===== src/hdl/nrmc_pkg.sv =====
// shared types, character codes and constant helpers for the rmc position parser
`default_nettype none
package nrmc_pkg;

  localparam int INT_W      = 17;
  localparam int FRAC_W     = 20;
  localparam int MIN_TOKENS = 7;
  localparam logic [INT_W-1:0] LAT_LIMIT = INT_W'(9999);
  localparam logic [INT_W-1:0] LON_LIMIT = INT_W'(99999);

  localparam logic [7:0] CH_CR    = 8'h0D;
  localparam logic [7:0] CH_LF    = 8'h0A;
  localparam logic [7:0] CH_COMMA = 8'h2C;
  localparam logic [7:0] CH_DOT   = 8'h2E;
  localparam logic [7:0] CH_ZERO  = 8'h30;
  localparam logic [7:0] CH_NINE  = 8'h39;
  localparam logic [7:0] CH_DOLLAR = 8'h24;
  localparam logic [7:0] CH_UP_G  = 8'h47;
  localparam logic [7:0] CH_UP_P  = 8'h50;
  localparam logic [7:0] CH_UP_N  = 8'h4E;
  localparam logic [7:0] CH_UP_R  = 8'h52;
  localparam logic [7:0] CH_UP_M  = 8'h4D;
  localparam logic [7:0] CH_UP_C  = 8'h43;
  localparam logic [7:0] CH_UP_A  = 8'h41;
  localparam logic [7:0] CH_UP_S  = 8'h53;
  localparam logic [7:0] CH_UP_W  = 8'h57;

  typedef struct packed {
    logic [2:0] cnt;
    logic       dot;
    logic       stop;
    logic       ovf;
  } numfl_t;

  typedef struct packed {
    logic [INT_W-1:0]  ip;
    logic [FRAC_W-1:0] fp;
    logic [2:0]        cnt;
    logic              ovf;
  } coord_t;

  typedef struct packed {
    logic   ok;
    logic   south;
    logic   west;
    coord_t lat;
    coord_t lon;
  } rec_t;

  function automatic logic hdr_match(input logic [2:0] idx, input logic [7:0] c);
    logic m;
    case (idx)
      3'd0:    m = (c == CH_DOLLAR);
      3'd1:    m = (c == CH_UP_G);
      3'd2:    m = (c == CH_UP_P) || (c == CH_UP_N);
      3'd3:    m = (c == CH_UP_R);
      3'd4:    m = (c == CH_UP_M);
      3'd5:    m = (c == CH_UP_C);
      default: m = 1'b0;
    endcase
    return m;
  endfunction

  function automatic longint pow10(input int k);
    longint p;
    case (k)
      0:       p = 64'd1;
      1:       p = 64'd10;
      2:       p = 64'd100;
      3:       p = 64'd1000;
      4:       p = 64'd10000;
      5:       p = 64'd100000;
      6:       p = 64'd1000000;
      default: p = 64'd10000000;
    endcase
    return p;
  endfunction

endpackage
`default_nettype wire


===== src/hdl/nrmc_ifs.sv =====
// valid/ready channel interfaces for input bytes and position results
`default_nettype none
interface nrmc_in_if;
  logic       valid;
  logic       ready;
  logic [7:0] data_byte;
  modport source(output valid, output data_byte, input ready);
  modport sink(input valid, input data_byte, output ready);
endinterface

interface nrmc_out_if;
  logic               valid;
  logic               ready;
  logic               position_updated;
  logic               position_valid;
  logic signed [27:0] latitude_microdeg;
  logic signed [30:0] longitude_microdeg;
  modport source(output valid, output position_updated, output position_valid,
                 output latitude_microdeg, output longitude_microdeg, input ready);
  modport sink(input valid, input position_updated, input position_valid,
               input latitude_microdeg, input longitude_microdeg, output ready);
endinterface
`default_nettype wire


===== src/hdl/nrmc_front.sv =====
// line assembly, header match, tokenizer and coordinate digit accumulation
`default_nettype none
module nrmc_front #(
  parameter int LINE_MAX    = 128,
  parameter int FRAC_DIGITS = 5
) (
  input  logic           clk,
  input  logic           rst_n,
  nrmc_in_if.sink        in_ch,
  input  logic           space,
  output logic           push,
  output nrmc_pkg::rec_t rec
);
  import nrmc_pkg::*;

  localparam int LEN_W = $clog2(LINE_MAX);

  typedef struct packed {
    logic [INT_W-1:0]  ip;
    logic [FRAC_W-1:0] fp;
    numfl_t            fl;
  } numst_t;

  function automatic numst_t feed(input numst_t s, input logic [7:0] c,
                                  input logic [INT_W-1:0] limit);
    numst_t r;
    logic [INT_W+3:0] wide;
    logic [3:0] d;
    r = s;
    d = c[3:0];
    wide = '0;
    if (!s.fl.stop) begin
      if (c >= CH_ZERO && c <= CH_NINE) begin
        if (!s.fl.dot) begin
          wide = {4'b0, s.ip} * (INT_W+4)'(10) + {{INT_W{1'b0}}, d};
          if (wide > {4'b0, limit}) begin
            r.ip = limit + INT_W'(1);
            r.fl.ovf = 1'b1;
          end else begin
            r.ip = wide[INT_W-1:0];
          end
        end else if (32'(s.fl.cnt) < FRAC_DIGITS) begin
          r.fp = s.fp * FRAC_W'(10) + {{(FRAC_W-4){1'b0}}, d};
          r.fl.cnt = s.fl.cnt + 3'd1;
        end
      end else if (c == CH_DOT && !s.fl.dot) begin
        r.fl.dot = 1'b1;
      end else begin
        r.fl.stop = 1'b1;
      end
    end
    return r;
  endfunction

  logic [LEN_W-1:0] len_r, len_nxt;
  logic [2:0]       hp_r, hp_nxt;
  logic             hok_r, hok_nxt;
  logic [3:0]       tok_r, tok_nxt;
  logic             thc_r, thc_nxt;
  logic             stat_r, stat_nxt;
  logic             south_r, south_nxt;
  logic             west_r, west_nxt;
  numst_t           lat_r, lat_nxt;
  numst_t           lon_r, lon_nxt;

  logic       acc, is_end, first, clr;
  logic [7:0] c;
  logic [3:0] cur;

  assign in_ch.ready = space;
  assign acc    = in_ch.valid && in_ch.ready;
  assign c      = in_ch.data_byte;
  assign is_end = (c == CH_CR) || (c == CH_LF);
  assign push   = acc && is_end && (len_r != '0);

  assign rec.ok    = hok_r && (tok_r >= 4'(MIN_TOKENS)) && stat_r;
  assign rec.south = south_r;
  assign rec.west  = west_r;
  assign rec.lat   = '{ip: lat_r.ip, fp: lat_r.fp, cnt: lat_r.fl.cnt, ovf: lat_r.fl.ovf};
  assign rec.lon   = '{ip: lon_r.ip, fp: lon_r.fp, cnt: lon_r.fl.cnt, ovf: lon_r.fl.ovf};

  always_comb begin
    len_nxt = len_r;
    hp_nxt = hp_r;
    hok_nxt = hok_r;
    tok_nxt = tok_r;
    thc_nxt = thc_r;
    stat_nxt = stat_r;
    south_nxt = south_r;
    west_nxt = west_r;
    lat_nxt = lat_r;
    lon_nxt = lon_r;
    first = 1'b0;
    cur = '0;
    clr = acc && (is_end || (32'(len_r) >= LINE_MAX - 1));
    if (acc && !clr) begin
      len_nxt = len_r + LEN_W'(1);
      if (32'(len_r) < 6 && {{(LEN_W > 3 ? LEN_W-3 : 0){1'b0}}, hp_r} == len_r) begin
        if (hdr_match(hp_r, c)) begin
          hp_nxt = hp_r + 3'd1;
        end else begin
          hp_nxt = 3'd7;
        end
        if (hdr_match(hp_r, c) && hp_r == 3'd5) begin
          hok_nxt = 1'b1;
        end
      end
      if (c == CH_COMMA) begin
        thc_nxt = 1'b0;
      end else begin
        if (!thc_r) begin
          thc_nxt = 1'b1;
          first = 1'b1;
          if (tok_r != 4'd15) begin
            tok_nxt = tok_r + 4'd1;
          end
        end
        if (tok_nxt >= 4'd1 && tok_nxt <= 4'(MIN_TOKENS)) begin
          cur = tok_nxt - 4'd1;
          if (first && cur == 4'd2) stat_nxt = (c == CH_UP_A);
          if (first && cur == 4'd4 && c == CH_UP_S) south_nxt = 1'b1;
          if (first && cur == 4'd6 && c == CH_UP_W) west_nxt = 1'b1;
          if (cur == 4'd3) lat_nxt = feed(lat_r, c, LAT_LIMIT);
          if (cur == 4'd5) lon_nxt = feed(lon_r, c, LON_LIMIT);
        end
      end
    end
  end

  always_ff @(posedge clk) begin
    if (!rst_n || clr) begin
      len_r <= '0;
      hp_r <= '0;
      hok_r <= 1'b0;
      tok_r <= '0;
      thc_r <= 1'b0;
      stat_r <= 1'b0;
      south_r <= 1'b0;
      west_r <= 1'b0;
      lat_r <= '0;
      lon_r <= '0;
    end else begin
      len_r <= len_nxt;
      hp_r <= hp_nxt;
      hok_r <= hok_nxt;
      tok_r <= tok_nxt;
      thc_r <= thc_nxt;
      stat_r <= stat_nxt;
      south_r <= south_nxt;
      west_r <= west_nxt;
      lat_r <= lat_nxt;
      lon_r <= lon_nxt;
    end
  end

endmodule
`default_nettype wire


===== src/hdl/nrmc_fifo.sv =====
// short line record queue between the parser front and the conversion pipeline
`default_nettype none
module nrmc_fifo (
  input  logic           clk,
  input  logic           rst_n,
  input  logic           push,
  input  nrmc_pkg::rec_t wdata,
  output logic           space,
  input  logic           pop,
  output nrmc_pkg::rec_t rdata,
  output logic           avail
);
  import nrmc_pkg::*;

  localparam int DEPTH = 4;
  localparam int PW    = $clog2(DEPTH);

  rec_t          mem [DEPTH];
  logic [PW-1:0] wp_r, rp_r;
  logic [PW:0]   cnt_r;

  assign space = (cnt_r != (PW+1)'(DEPTH));
  assign avail = (cnt_r != '0);
  assign rdata = mem[rp_r];

  always_ff @(posedge clk) begin
    if (push) begin
      mem[wp_r] <= wdata;
    end
  end

  always_ff @(posedge clk) begin
    if (!rst_n) begin
      wp_r <= '0;
      rp_r <= '0;
      cnt_r <= '0;
    end else begin
      if (push) wp_r <= wp_r + PW'(1);
      if (pop) rp_r <= rp_r + PW'(1);
      cnt_r <= cnt_r + (PW+1)'(push) - (PW+1)'(pop);
    end
  end

`ifndef SYNTH
  a_no_overflow: assert property (@(posedge clk) disable iff (!rst_n)
    push |-> (cnt_r < (PW+1)'(DEPTH)))
    else $error("queue written while full");
  a_no_underflow: assert property (@(posedge clk) disable iff (!rst_n)
    pop |-> (cnt_r != '0))
    else $error("queue read while empty");
  a_count_step: assert property (@(posedge clk) disable iff (!rst_n)
    (push && !pop) |=> (cnt_r == $past(cnt_r) + (PW+1)'(1)))
    else $error("queue count lost a write");
`endif

endmodule
`default_nettype wire


===== src/hdl/nrmc_back.sv =====
// coordinate conversion pipeline, stored position and result register
`default_nettype none
module nrmc_back #(
  parameter int FRAC_DIGITS = 5
) (
  input  logic           clk,
  input  logic           rst_n,
  input  nrmc_pkg::rec_t rec,
  input  logic           avail,
  output logic           pop,
  nrmc_out_if.source     out_ch
);
  import nrmc_pkg::*;

  localparam longint SCALE = pow10(FRAC_DIGITS);
  localparam longint GD    = (FRAC_DIGITS <= 5) ? pow10(FRAC_DIGITS + 1) : 64'd1000000;
  localparam longint MUL_A = 64'd1000000 / GD;
  localparam longint HALF  = 64'd30 * SCALE / GD;
  localparam longint DIV   = 2 * HALF;
  localparam longint RM    = SCALE * MUL_A;
  localparam longint RD    = (64'd1 << 34) / DIV;
  localparam longint R100  = (64'd1 << 24) / 100;
  localparam int N_W  = 28;
  localparam int Q_W  = 21;
  localparam int MI_W = 30;

  typedef struct packed {
    logic ok;
    logic south;
    logic west;
  } meta_t;

  logic       en;
  logic [7:1] v_r;
  meta_t      m_r [1:7];
  logic       upd_r, have_r;
  logic signed [27:0] lat_r;
  logic signed [30:0] lon_r;
  logic       out_valid_r;

  logic [INT_W-1:0]  ip1_r [2];
  logic [FRAC_W-1:0] fs1_r [2];
  logic [INT_W+17:0] pq1_r [2];
  logic [9:0]        q2_r [2];
  logic [INT_W-1:0]  t2_r [2];
  logic [INT_W-1:0]  ip2_r [2];
  logic [N_W-1:0]    fa2_r [2];
  logic [9:0]        dg3_r [2];
  logic [6:0]        rm3_r [2];
  logic [N_W-1:0]    fa3_r [2];
  logic [N_W-1:0]    n4_r [2];
  logic [MI_W-1:0]   dm4_r [2];
  logic [N_W+31:0]   pr5_r [2];
  logic [N_W-1:0]    n5_r [2];
  logic [MI_W-1:0]   dm5_r [2];
  logic [Q_W-1:0]    q6_r [2];
  logic [N_W-1:0]    qd6_r [2];
  logic [N_W-1:0]    n6_r [2];
  logic [MI_W-1:0]   dm6_r [2];
  logic [MI_W-1:0]   mi7_r [2];

  logic ok0;
  assign en  = !out_valid_r || out_ch.ready;
  assign pop = avail && en;
  assign ok0 = rec.ok && !rec.lat.ovf && !rec.lon.ovf
               && (rec.lat.ip != '0 || rec.lat.fp != '0)
               && (rec.lon.ip != '0 || rec.lon.fp != '0);

  for (genvar i = 0; i < 2; i++) begin : g_lane
    coord_t           cin;
    logic [FRAC_W-1:0] pw;
    logic [INT_W-1:0] rem0;
    logic [N_W-1:0]   chk;
    assign cin  = (i == 0) ? rec.lat : rec.lon;
    assign pw   = FRAC_W'(pow10(FRAC_DIGITS - int'(cin.cnt)));
    assign rem0 = ip2_r[i] - t2_r[i];
    assign chk  = n6_r[i] - qd6_r[i];

    always_ff @(posedge clk) begin
      if (en) begin
        // stage 1: scale fraction, reciprocal product for the degree split
        ip1_r[i] <= cin.ip;
        fs1_r[i] <= cin.fp * pw;
        pq1_r[i] <= {18'b0, cin.ip} * (INT_W+18)'(R100);
        // stage 2
        q2_r[i]  <= pq1_r[i][33:24];
        t2_r[i]  <= INT_W'({7'b0, pq1_r[i][33:24]} * INT_W'(100));
        ip2_r[i] <= ip1_r[i];
        fa2_r[i] <= {{(N_W-FRAC_W){1'b0}}, fs1_r[i]} * N_W'(MUL_A);
        // stage 3: fix the quotient estimate
        if (rem0 >= INT_W'(100)) begin
          dg3_r[i] <= q2_r[i] + 10'd1;
          rm3_r[i] <= 7'(rem0 - INT_W'(100));
        end else begin
          dg3_r[i] <= q2_r[i];
          rm3_r[i] <= 7'(rem0);
        end
        fa3_r[i] <= fa2_r[i];
        // stage 4: rounded minute numerator
        n4_r[i]  <= {{(N_W-7){1'b0}}, rm3_r[i]} * N_W'(RM) + fa3_r[i] + N_W'(HALF);
        dm4_r[i] <= {{(MI_W-10){1'b0}}, dg3_r[i]} * MI_W'(1000000);
        // stage 5
        pr5_r[i] <= {32'b0, n4_r[i]} * (N_W+32)'(RD);
        n5_r[i]  <= n4_r[i];
        dm5_r[i] <= dm4_r[i];
        // stage 6
        q6_r[i]  <= pr5_r[i][34+Q_W-1:34];
        qd6_r[i] <= N_W'({{(N_W-Q_W){1'b0}}, pr5_r[i][34+Q_W-1:34]} * N_W'(DIV));
        n6_r[i]  <= n5_r[i];
        dm6_r[i] <= dm5_r[i];
        // stage 7: correct quotient and add degrees
        mi7_r[i] <= dm6_r[i] + {{(MI_W-Q_W){1'b0}}, q6_r[i]}
                    + MI_W'(chk >= N_W'(DIV));
      end
    end
  end

  always_ff @(posedge clk) begin
    if (en) begin
      m_r[1] <= '{ok: ok0, south: rec.south, west: rec.west};
      for (int k = 2; k <= 7; k++) begin
        m_r[k] <= m_r[k-1];
      end
    end
  end

  always_ff @(posedge clk) begin
    if (!rst_n) begin
      v_r <= '0;
      out_valid_r <= 1'b0;
      upd_r <= 1'b0;
      have_r <= 1'b0;
      lat_r <= '0;
      lon_r <= '0;
    end else if (en) begin
      v_r <= {v_r[6:1], pop};
      out_valid_r <= v_r[7];
      upd_r <= v_r[7] && m_r[7].ok;
      if (v_r[7] && m_r[7].ok) begin
        have_r <= 1'b1;
        lat_r <= m_r[7].south ? -$signed(28'(mi7_r[0])) : $signed(28'(mi7_r[0]));
        lon_r <= m_r[7].west ? -$signed(31'(mi7_r[1])) : $signed(31'(mi7_r[1]));
      end
    end
  end

  assign out_ch.valid              = out_valid_r;
  assign out_ch.position_updated   = upd_r;
  assign out_ch.position_valid     = have_r;
  assign out_ch.latitude_microdeg  = lat_r;
  assign out_ch.longitude_microdeg = lon_r;

`ifndef SYNTH
  a_upd_has_pos: assert property (@(posedge clk) disable iff (!rst_n)
    (out_valid_r && upd_r) |-> have_r)
    else $error("update without stored position");
  a_have_sticky: assert property (@(posedge clk) disable iff (!rst_n)
    !$fell(have_r))
    else $error("stored position lost");
  a_stall_holds: assert property (@(posedge clk) disable iff (!rst_n)
    (v_r[7] && !en) |=> v_r[7])
    else $error("item dropped in stalled pipeline");
`endif

endmodule
`default_nettype wire


===== src/hdl/nmea_rmc_position_parser.sv =====
// rmc sentence position parser: line front end, record queue, conversion back end
// takes one byte per cycle; the front end never stalls while the queue has room
// a line end's result passes through the queue, the seven-stage conversion and the output reg
// results leave at up to one per cycle; with the receiver always ready the queue never fills
// synchronous active-low reset clears line state, queue, pipeline and stored position
`default_nettype none
module nmea_rmc_position_parser #(
  parameter int LINE_MAX    = 128,
  parameter int FRAC_DIGITS = 5
) (
  input  logic       clk,
  input  logic       rst_n,
  nrmc_in_if.sink    in_ch,
  nrmc_out_if.source out_ch
);
  import nrmc_pkg::*;

  rec_t wrec, rrec;
  logic push, space, pop, avail;

  nrmc_front #(.LINE_MAX(LINE_MAX), .FRAC_DIGITS(FRAC_DIGITS)) u_front (
    .clk(clk), .rst_n(rst_n), .in_ch(in_ch), .space(space), .push(push), .rec(wrec)
  );

  nrmc_fifo u_fifo (
    .clk(clk), .rst_n(rst_n), .push(push), .wdata(wrec), .space(space),
    .pop(pop), .rdata(rrec), .avail(avail)
  );

  nrmc_back #(.FRAC_DIGITS(FRAC_DIGITS)) u_back (
    .clk(clk), .rst_n(rst_n), .rec(rrec), .avail(avail), .pop(pop), .out_ch(out_ch)
  );

endmodule
`default_nettype wire


===== src/flat_wrapper.sv =====
// flat-port wrapper written by rule: the top's interface ports become plain ports
module nmea_rmc_position_parser_flat import nrmc_pkg::*;
#(
  parameter int LINE_MAX    = 128,
  parameter int FRAC_DIGITS = 5
)
  (clk, rst_n, in_ch_valid, in_ch_data_byte, in_ch_ready, out_ch_valid, out_ch_position_updated, out_ch_position_valid, out_ch_latitude_microdeg, out_ch_longitude_microdeg, out_ch_ready);
  nrmc_in_if in_ch_i ();
  nrmc_out_if out_ch_i ();
  input  logic clk;
  input  logic rst_n;
  input wire logic [$bits(in_ch_i.valid)-1:0] in_ch_valid;
  input wire logic [$bits(in_ch_i.data_byte)-1:0] in_ch_data_byte;
  output wire logic [$bits(in_ch_i.ready)-1:0] in_ch_ready;
  output wire logic [$bits(out_ch_i.valid)-1:0] out_ch_valid;
  output wire logic [$bits(out_ch_i.position_updated)-1:0] out_ch_position_updated;
  output wire logic [$bits(out_ch_i.position_valid)-1:0] out_ch_position_valid;
  output wire logic [$bits(out_ch_i.latitude_microdeg)-1:0] out_ch_latitude_microdeg;
  output wire logic [$bits(out_ch_i.longitude_microdeg)-1:0] out_ch_longitude_microdeg;
  input wire logic [$bits(out_ch_i.ready)-1:0] out_ch_ready;
  assign in_ch_i.valid = in_ch_valid;
  assign in_ch_i.data_byte = in_ch_data_byte;
  assign in_ch_ready = in_ch_i.ready;
  assign out_ch_valid = out_ch_i.valid;
  assign out_ch_position_updated = out_ch_i.position_updated;
  assign out_ch_position_valid = out_ch_i.position_valid;
  assign out_ch_latitude_microdeg = out_ch_i.latitude_microdeg;
  assign out_ch_longitude_microdeg = out_ch_i.longitude_microdeg;
  assign out_ch_i.ready = out_ch_ready;
  nmea_rmc_position_parser #(.LINE_MAX(LINE_MAX), .FRAC_DIGITS(FRAC_DIGITS)) u_core (.clk(clk), .rst_n(rst_n), .in_ch(in_ch_i), .out_ch(out_ch_i));
endmodule

===== config.mk =====
export PLATFORM = sky130hd
export DESIGN_NAME = nmea_rmc_position_parser_flat
export DESIGN_NICKNAME = d
export VERILOG_FILES = /design/src/hdl/nrmc_pkg.sv /design/src/hdl/nrmc_ifs.sv /design/src/hdl/nrmc_front.sv /design/src/hdl/nrmc_fifo.sv /design/src/hdl/nrmc_back.sv /design/src/hdl/nmea_rmc_position_parser.sv /design/src/flat_wrapper.sv
export SDC_FILE = /design/constraint.sdc
export NUM_CORES = 2
export LEC_CHECK = 0
export BUFFER_PORTS_ARGS = -buffer_cell sky130_fd_sc_hd__buf_2
export CAP_MARGIN = 20
export CELL_PAD_IN_SITES_DETAIL_PLACEMENT = 1
export CELL_PAD_IN_SITES_GLOBAL_PLACEMENT = 2
export CORE_UTILIZATION = 45
export CTS_CLUSTER_SIZE = 10
export DETAILED_ROUTE_END_ITERATION = 10
export MAX_ROUTING_LAYER = met4
export PLACE_DENSITY = 0.91
export SYNTH_ARGS = -nofsm -noshare
export SYNTH_HDL_FRONTEND = slang
export SYNTH_SLANG_ARGS = --single-unit
export TNS_END_PERCENT = 5

===== constraint.sdc =====
create_clock -name clk -period 29.5 [get_ports clk]
set_clock_uncertainty 0.05 [all_clocks]
set_input_delay 0 -clock clk [delete_from_list [all_inputs] [get_ports clk]]
set_output_delay 0 -clock clk [all_outputs]
set_load 0.05 [all_outputs]

== Word level (Yosys, flattened, before mapping) ==
Memories as Yosys holds them, arrays and structs flattened. A register that Yosys moved wholly into a read port is not among the register bits.
Index checks and enable logic that the tools add are counted.

* Bits of input ports: 12
* Bits in latches: 0
* Register bits: 181
* ROM bits: 0
* Memories kept: 22
* Memory bits (writable): 1317
* Output and inout bits: 63
* Logic and storage cells: 283

{| class="wikitable"
|+ Memory list
! memory !! words !! width !! read ports !! clocked after Yosys merged registers in !! write ports !! RTL line !! text
|-
| u_core.u_fifo.mem || 4 || 85 || 1 || 1 || 1 || nrmc_fifo.sv:18 || <nowiki>rec_t mem [DEPTH];</nowiki>
|-
| u_core.u_back.pr5_r || 2 || 59 || 2 || 0 || 2 || nrmc_back.sv:53 || <nowiki>logic [N_W+31:0] pr5_r [2];</nowiki>
|-
| u_core.u_back.pq1_r || 2 || 33 || 2 || 0 || 2 || nrmc_back.sv:43 || <nowiki>logic [INT_W+17:0] pq1_r [2];</nowiki>
|-
| u_core.u_back.dm5_r || 2 || 30 || 2 || 0 || 2 || nrmc_back.sv:55 || <nowiki>logic [MI_W-1:0] dm5_r [2];</nowiki>
|-
| u_core.u_back.dm6_r || 2 || 30 || 2 || 0 || 2 || nrmc_back.sv:59 || <nowiki>logic [MI_W-1:0] dm6_r [2];</nowiki>
|-
| u_core.u_back.mi7_r || 2 || 30 || 2 || 0 || 2 || nrmc_back.sv:60 || <nowiki>logic [MI_W-1:0] mi7_r [2];</nowiki>
|-
| +16 memories || - || - || - || - || - || - ||
|}

* Eq/ne operators: 39
* Shift-type cells: 0
* Reduce and logical (&&, ||, !) cells: 64
* $mul: 18
* $add $sub $neg: 34
* Multiplexer cells: 52
* Magnitude comparators: 15
* Bitwise gates (word level): 10
* Divide/modulo/power cells: 0

{| class="wikitable"
|+ Operators with widths
! operator !! count
|-
| $pmux 20 s7 || 2
|-
| $eq 32x3->1 const B || 6
|-
| $eq 32x2->1 const B || 4
|-
| $mul 28x31->59 const B || 2
|-
| $eq 8x7->1 const B || 9
|-
| $mul 17x16->33 const B || 2
|-
| $eq 32x1->1 const B || 2
|-
| $logic_not 32->1 || 2
|-
| $add 30x1->30 || 2
|-
| $add 30x21->30 || 2
|-
| $add 24x28->28 || 2
|-
| $add 28x2->28 const B || 2
|-
| $ge 28x3->1 const B || 2
|-
| $sub 28x28->28 || 2
|-
| $mul 10x14->24 const B || 2
|-
| $mul 21x2->23 const B || 2
|-
| $add 21x4->21 || 2
|-
| $add 20x4->20 || 2
|-
| $mul 17x3->20 const B || 2
|-
| $mul 20x20->20 || 2
|-
| $mul 20x3->19 const B || 2
|-
| $reduce_bool 20->1 || 2
|-
| $mul 7x12->19 const B || 2
|-
| $ge 17x7->1 const B || 2
|-
| 58 further kinds || 171
|}

== Longest topological paths before layout ==
* Depth after elaboration: 12
* Depth in mapped cells: 39
* Mapped depth without buffers: 31

== Modules after synthesis ==
From an unflattened synthesis, not the netlist that was laid out.

* Cell total of the unflattened synthesis: 9147
* Area total of the unflattened synthesis: 104545.3 sq um

{| class="wikitable"
|+ Modules (own cells, without submodules)
! module !! cells an instance !! sequential area each (sq um) !! area each (sq um) !! instances
|-
| nrmc_back || 7338 || 24713.7 || 81046.5 || 1
|-
| nrmc_fifo || 487 || 10390.0 || 12757.2 || 1
|-
| nrmc_front || 1322 || 2102.0 || 10741.6 || 1
|}

== Least setup slack after synthesis ==
No wires, ideal clock.

* Path type: reg2reg
* Start point: reg u_core.u_back.out_valid_r (netlist: u_core.u_back.out_ch.valid)
* End point: reg u_core.u_back.lon_r[15] (netlist: u_core.u_back.out_ch.longitude_microdeg[15])
* Data arrival time: 21517 ps
* Period minus slack after synthesis: 21683 ps
* Setup time: 116 ps
* Data required time: 29334 ps
* Buffers on the path: 3
* Cell stages (with the launch flop): 8
* Slack: 7817 ps
* Cells stage by stage: dfxtp_1 -> nor2b_1 -> clkinv_1 -> and3_1 -> clkbuf_1 -> clkbuf_1 -> clkbuf_1 -> o211a_1

* Longest elaborated chain between the ends: 3

{| class="wikitable"
|+ RTL lines
! item !! RTL line !! text
|-
| start: declaration || nrmc_back.sv:39 || <nowiki>logic out_valid_r;</nowiki>
|-
| start signal: assignment || nrmc_back.sv:137 || <nowiki>out_valid_r <= v_r[7];</nowiki>
|-
| $logic_not 1->1 || nrmc_back.sv:63 || <nowiki>assign en = !out_valid_r || out_ch.ready;</nowiki>
|-
| $logic_or 1x1->1 || nrmc_back.sv:63 ||
|-
| named net u_core.u_back.en || nrmc_back.sv:33 || <nowiki>logic en;</nowiki>
|-
| $reduce_and 2->1 (no source line) || - ||
|-
| end signal: assignment || nrmc_back.sv:142 || <nowiki>lon_r <= m_r[7].west ? -$signed(31'(mi7_r[1])) : $signed(31'(mi7_r[1]));</nowiki>
|-
| end: declaration || nrmc_back.sv:38 || <nowiki>logic signed [30:0] lon_r;</nowiki>
|}

The timed path passes the listed nets, and every way through them passes these cells.
A chain may end at the register's enable or synchronous reset.

==> impl_metrics.yaml <==
clock_tree:
  htreeDepth: 4
  cts_buffer_depth: 3
  clk_latency_ps: 820
  cts_buffers: 156
  cts_tree: "built"
  cts-root-buf: "clkbuf_16"
  post_cts_buffers: 0
  clock-sinks: 1300
  clkTransAtPathRegs_ps: 50
placed_design:
  dp_hpwl_microns: 186300
  portBuffers: 74
  place.gp.congestion: 0.9028
  dpl.cell_count: 11815
logic_synthesis:
  synthAdderAreaFrac_pct: 34.57
  synth_area_leaders: "edfxtp_1, ha_1, fa_1"
  ys_seq_elements: 1300
  synth_top_area_cell: "edfxtp_1"
  synth_nets: 11144
  synthCells: 8837
  synth-compound-area-share_pct: 7.600
  synth_mux_area_share_pct: 2.035
  synthXorXnorAreaFrac_pct: 5.044
  netlist_area_sq_mm: 0.1018
  netlist.area_leader.share_pct: 32.96
  synth-async-reset-ratio_pct: 0
  ys.flop_type: "edfxtp_1"
  synth-edff-count: 1117
  synth.distinct_cells: 104
  synth_top_family_by_area: "adder cells"
  seq_area_frac_synth_pct: 36.56
  yosys.area_share.simple_pct: 8.048
  yosysWarnings: 0
  syn_area_per_cell_sq_um: 11.52
floorplan:
  die_w_microns: 477.5
  die_h_microns: 477.5
  initial_core_util_pct: 45.29
  die_area_sq_mm: 0.2280
  core_sq_mm: 0.2247
  num_rows: 174
  ios: 75
critical_path:
  cp_top_family: "adder cells"
  cp_data_required_time_ps: 29970
  max_stage_delay_ps: 630
  worstSetupEndpointType: "register"
  path_depth: 32
  worstPathMaxFanout: 43
  r2r_setup_slack_ps: 19630
  endpoint: "u_core.u_back.fs1_r[0][19]$_DFFE_PP_"
  critical_path_class: "register to register"
  cp_num_buf_inv: 8
  crit_arrival_ps: 10340
  worst_path_max_delay_cell: "dfxtp_4"
  start_kind: "register"
  r2r_cells: 32
  r2r_end: "u_core.u_back.fs1_r[0][19]$_DFFE_PP_"
timing:
  fin_crit_sh_pct: 33.46
  setup_violations: 0
  layout_min_cycle_time_ps: 9872
  slew_headroom_pct: 31.75
  rsz0062_at_grt: "no"
  slew_viol_final: 0
  finalHoldViolCount: 0
  setup_tns_ps: 0
  max_freq_mhz: 101.3
  tightest_slew_ps: 1024
global_routing:
  grt_usage_pct: 21.60
  grt_max_degree: 182
  overflow: 0
  antenna_found_initial: 4
  grt_pass1_wl_microns: 385200
  grt_pass1_vias: 72682
layout:
  final_cell_mix: "inv_1, ha_1, edfxtp_1, fa_1, nand2_1"
  nNetsFinal: 11306
  fin_cells: 12106
  regArea_sq_mm: 0.03721
  multi_input_area_sq_mm: 0.05837
  drive_above_1_share_pct: 5.190
  syn_to_final_growth_pct: 8.841
  final_common_cell: "inv_1"
  nFillCells: 23673
route:
  finalWirelength_microns: 236800
  vias: 64432
  vias_per_cell: 5.322
  drt_iter0_drc: 2839
  avgRoutedWirePerCell_microns: 19.56
  final_antenna_net_count: 0
  drc: 0
  drtPass1Iterations: 5
run_status:
  status: "finished clean"
min_path:
  hold_class: "primary input to register"
run:
  maxCapViolations: 0
[how the worst min path moves through the flow]
stage	slack [ps]	start	endpoint	cells after the start
final	140	in_ch_data_byte[0]	u_core.u_front.rec[4]$_SDFFE_PP0P_	4
after global routing	140	in_ch_data_byte[0]	u_core.u_front.rec[4]$_SDFFE_PP0P_	4
after CTS	90	in_ch_data_byte[0]	u_core.u_front.rec[4]$_SDFFE_PP0P_	4
after detailed placement	280	in_ch_valid	u_core.u_front.len_r[1]$_SDFFE_PP0P_	3
after global placement	260	in_ch_valid	u_core.u_front.len_r[1]$_SDFFE_PP0P_	3
after floorplan	120	in_ch_valid	u_core.u_front.len_r[1]$_SDFFE_PP0P_	2
[metrics by stage]
step / hold slack (ps) / utilization [%] / worst slack [ps] / cell area [sq um]
6_report: 144.3 / 49.30 / 19630 / 110800
5_1_grt: 135.8 / 49.30 / 19040 / 110800
2_1_floorplan: 124.0 / - / 7817 / 101800
3_5_place_dp: 279.6 / 47.07 / 19670 / 105800
4_1_cts: 94.84 / 49.30 / 19610 / 110800
3_3_place_gp: 256.4 / 47.07 / 19870 / 105800
[state kept, by name, indices dropped and copies added (netlist names), 21 cells and up, named ones only]
register and count:
u_core.u_back.t2_r 24, u_core.u_front.rec 82, u_core.u_back.ip2_r 34, u_core.u_back.qd6_r 44, u_core.u_fifo.mem 340, u_core.u_back.q6_r 42
u_core.u_back.dm5_r 46, u_core.u_back.out_ch.longitude_microdeg 31, u_core.u_back.pr5_r 42, u_core.u_back.ip1_r 34, u_core.u_back.dm4_r 46, u_core.u_back.fa3_r 40
u_core.u_back.m_r 21, u_core.u_back.n6_r 48, u_core.u_back.out_ch.latitude_microdeg 28, u_core.u_back.fa2_r 40, u_core.u_back.mi7_r 58, u_core.u_back.n4_r 50
u_core.u_back.n5_r 48, u_core.u_back.fs1_r 40, u_core.u_back.dm6_r 46
[routing by layer]
layer | track usage (%) | routed length [microns] | vias up
met5 | - | 0 | -
met4 | 5.455 | 5500 | 0
met3 | 2.267 | 6636 | 347
met2 | 38.32 | 122000 | 858
met1 | 26.13 | 102600 | 32783
li1 | - | - | 30444
[final cells by class]
| class | instances | area share [%] |
|---|---|---|
| multi-input cells | 5884 | 52.70 |
| flip-flops and latches | 1300 | 33.60 |
| inverters | 1522 | 5.165 |
| clock buffers | 237 | 3.882 |
| well taps | 2992 | 3.380 |
| repair buffers | 135 | 0.7998 |
| clock inverters | 35 | 0.4688 |
| diodes | 1 | 0.002259 |
[logic make-up (layout without fill, tap and decap cells)]
family	count (synthesis)	after routing
AOI/OAI and AO/OA	1155	1155
xor gates and xnor gates	586	586
adders and majority gates	2296	2296
buffers and inverters	1653	1929
DFF	1300	1300
muxes	120	120
other	0	1
and+or+nand+nor	1727	1727
[what timing repair did]
action / 4_1_cts / 5_1_grt
endpoints found under the hold margin: 228 / 0
gates resized for setup: 0 / 0
setup endpoints to repair: 0 / 0
hold buffers: 18 / 0
[cell usage after synthesis (44+ instances only)]
| cell | instances |
|---|---|
| nand2b_1 | 64 |
| nand3_1 | 104 |
| o21bai_1 | 67 |
| nor2_1 | 488 |
| and3_1 | 66 |
| nor3_1 | 119 |
| dfxtp_1 | 183 |
| a21o_1 | 93 |
| nand2_1 | 527 |
| o21ai_0 | 172 |
| o21a_1 | 104 |
| and2_1 | 84 |
| ha_1 | 1435 |
| fa_1 | 860 |
| xor2_1 | 204 |
| mux4_2 | 68 |
| nand4_1 | 44 |
| clkbuf_1 | 96 |
| xnor2_1 | 382 |
| edfxtp_1 | 1117 |
| inv_1 | 1521 |
| o211a_1 | 54 |
| nor2b_1 | 68 |
| a21oi_1 | 324 |
[worst min-delay path, stage by stage]
cell           delay (ps)
dlygate4sd3_1         530
buf_2                 260
nand2_1               100
a21oi_1                60
Power is left out: the tool's default activity adds up to more than one toggle a clock period on the data nets, which glitch-free logic cannot reach.
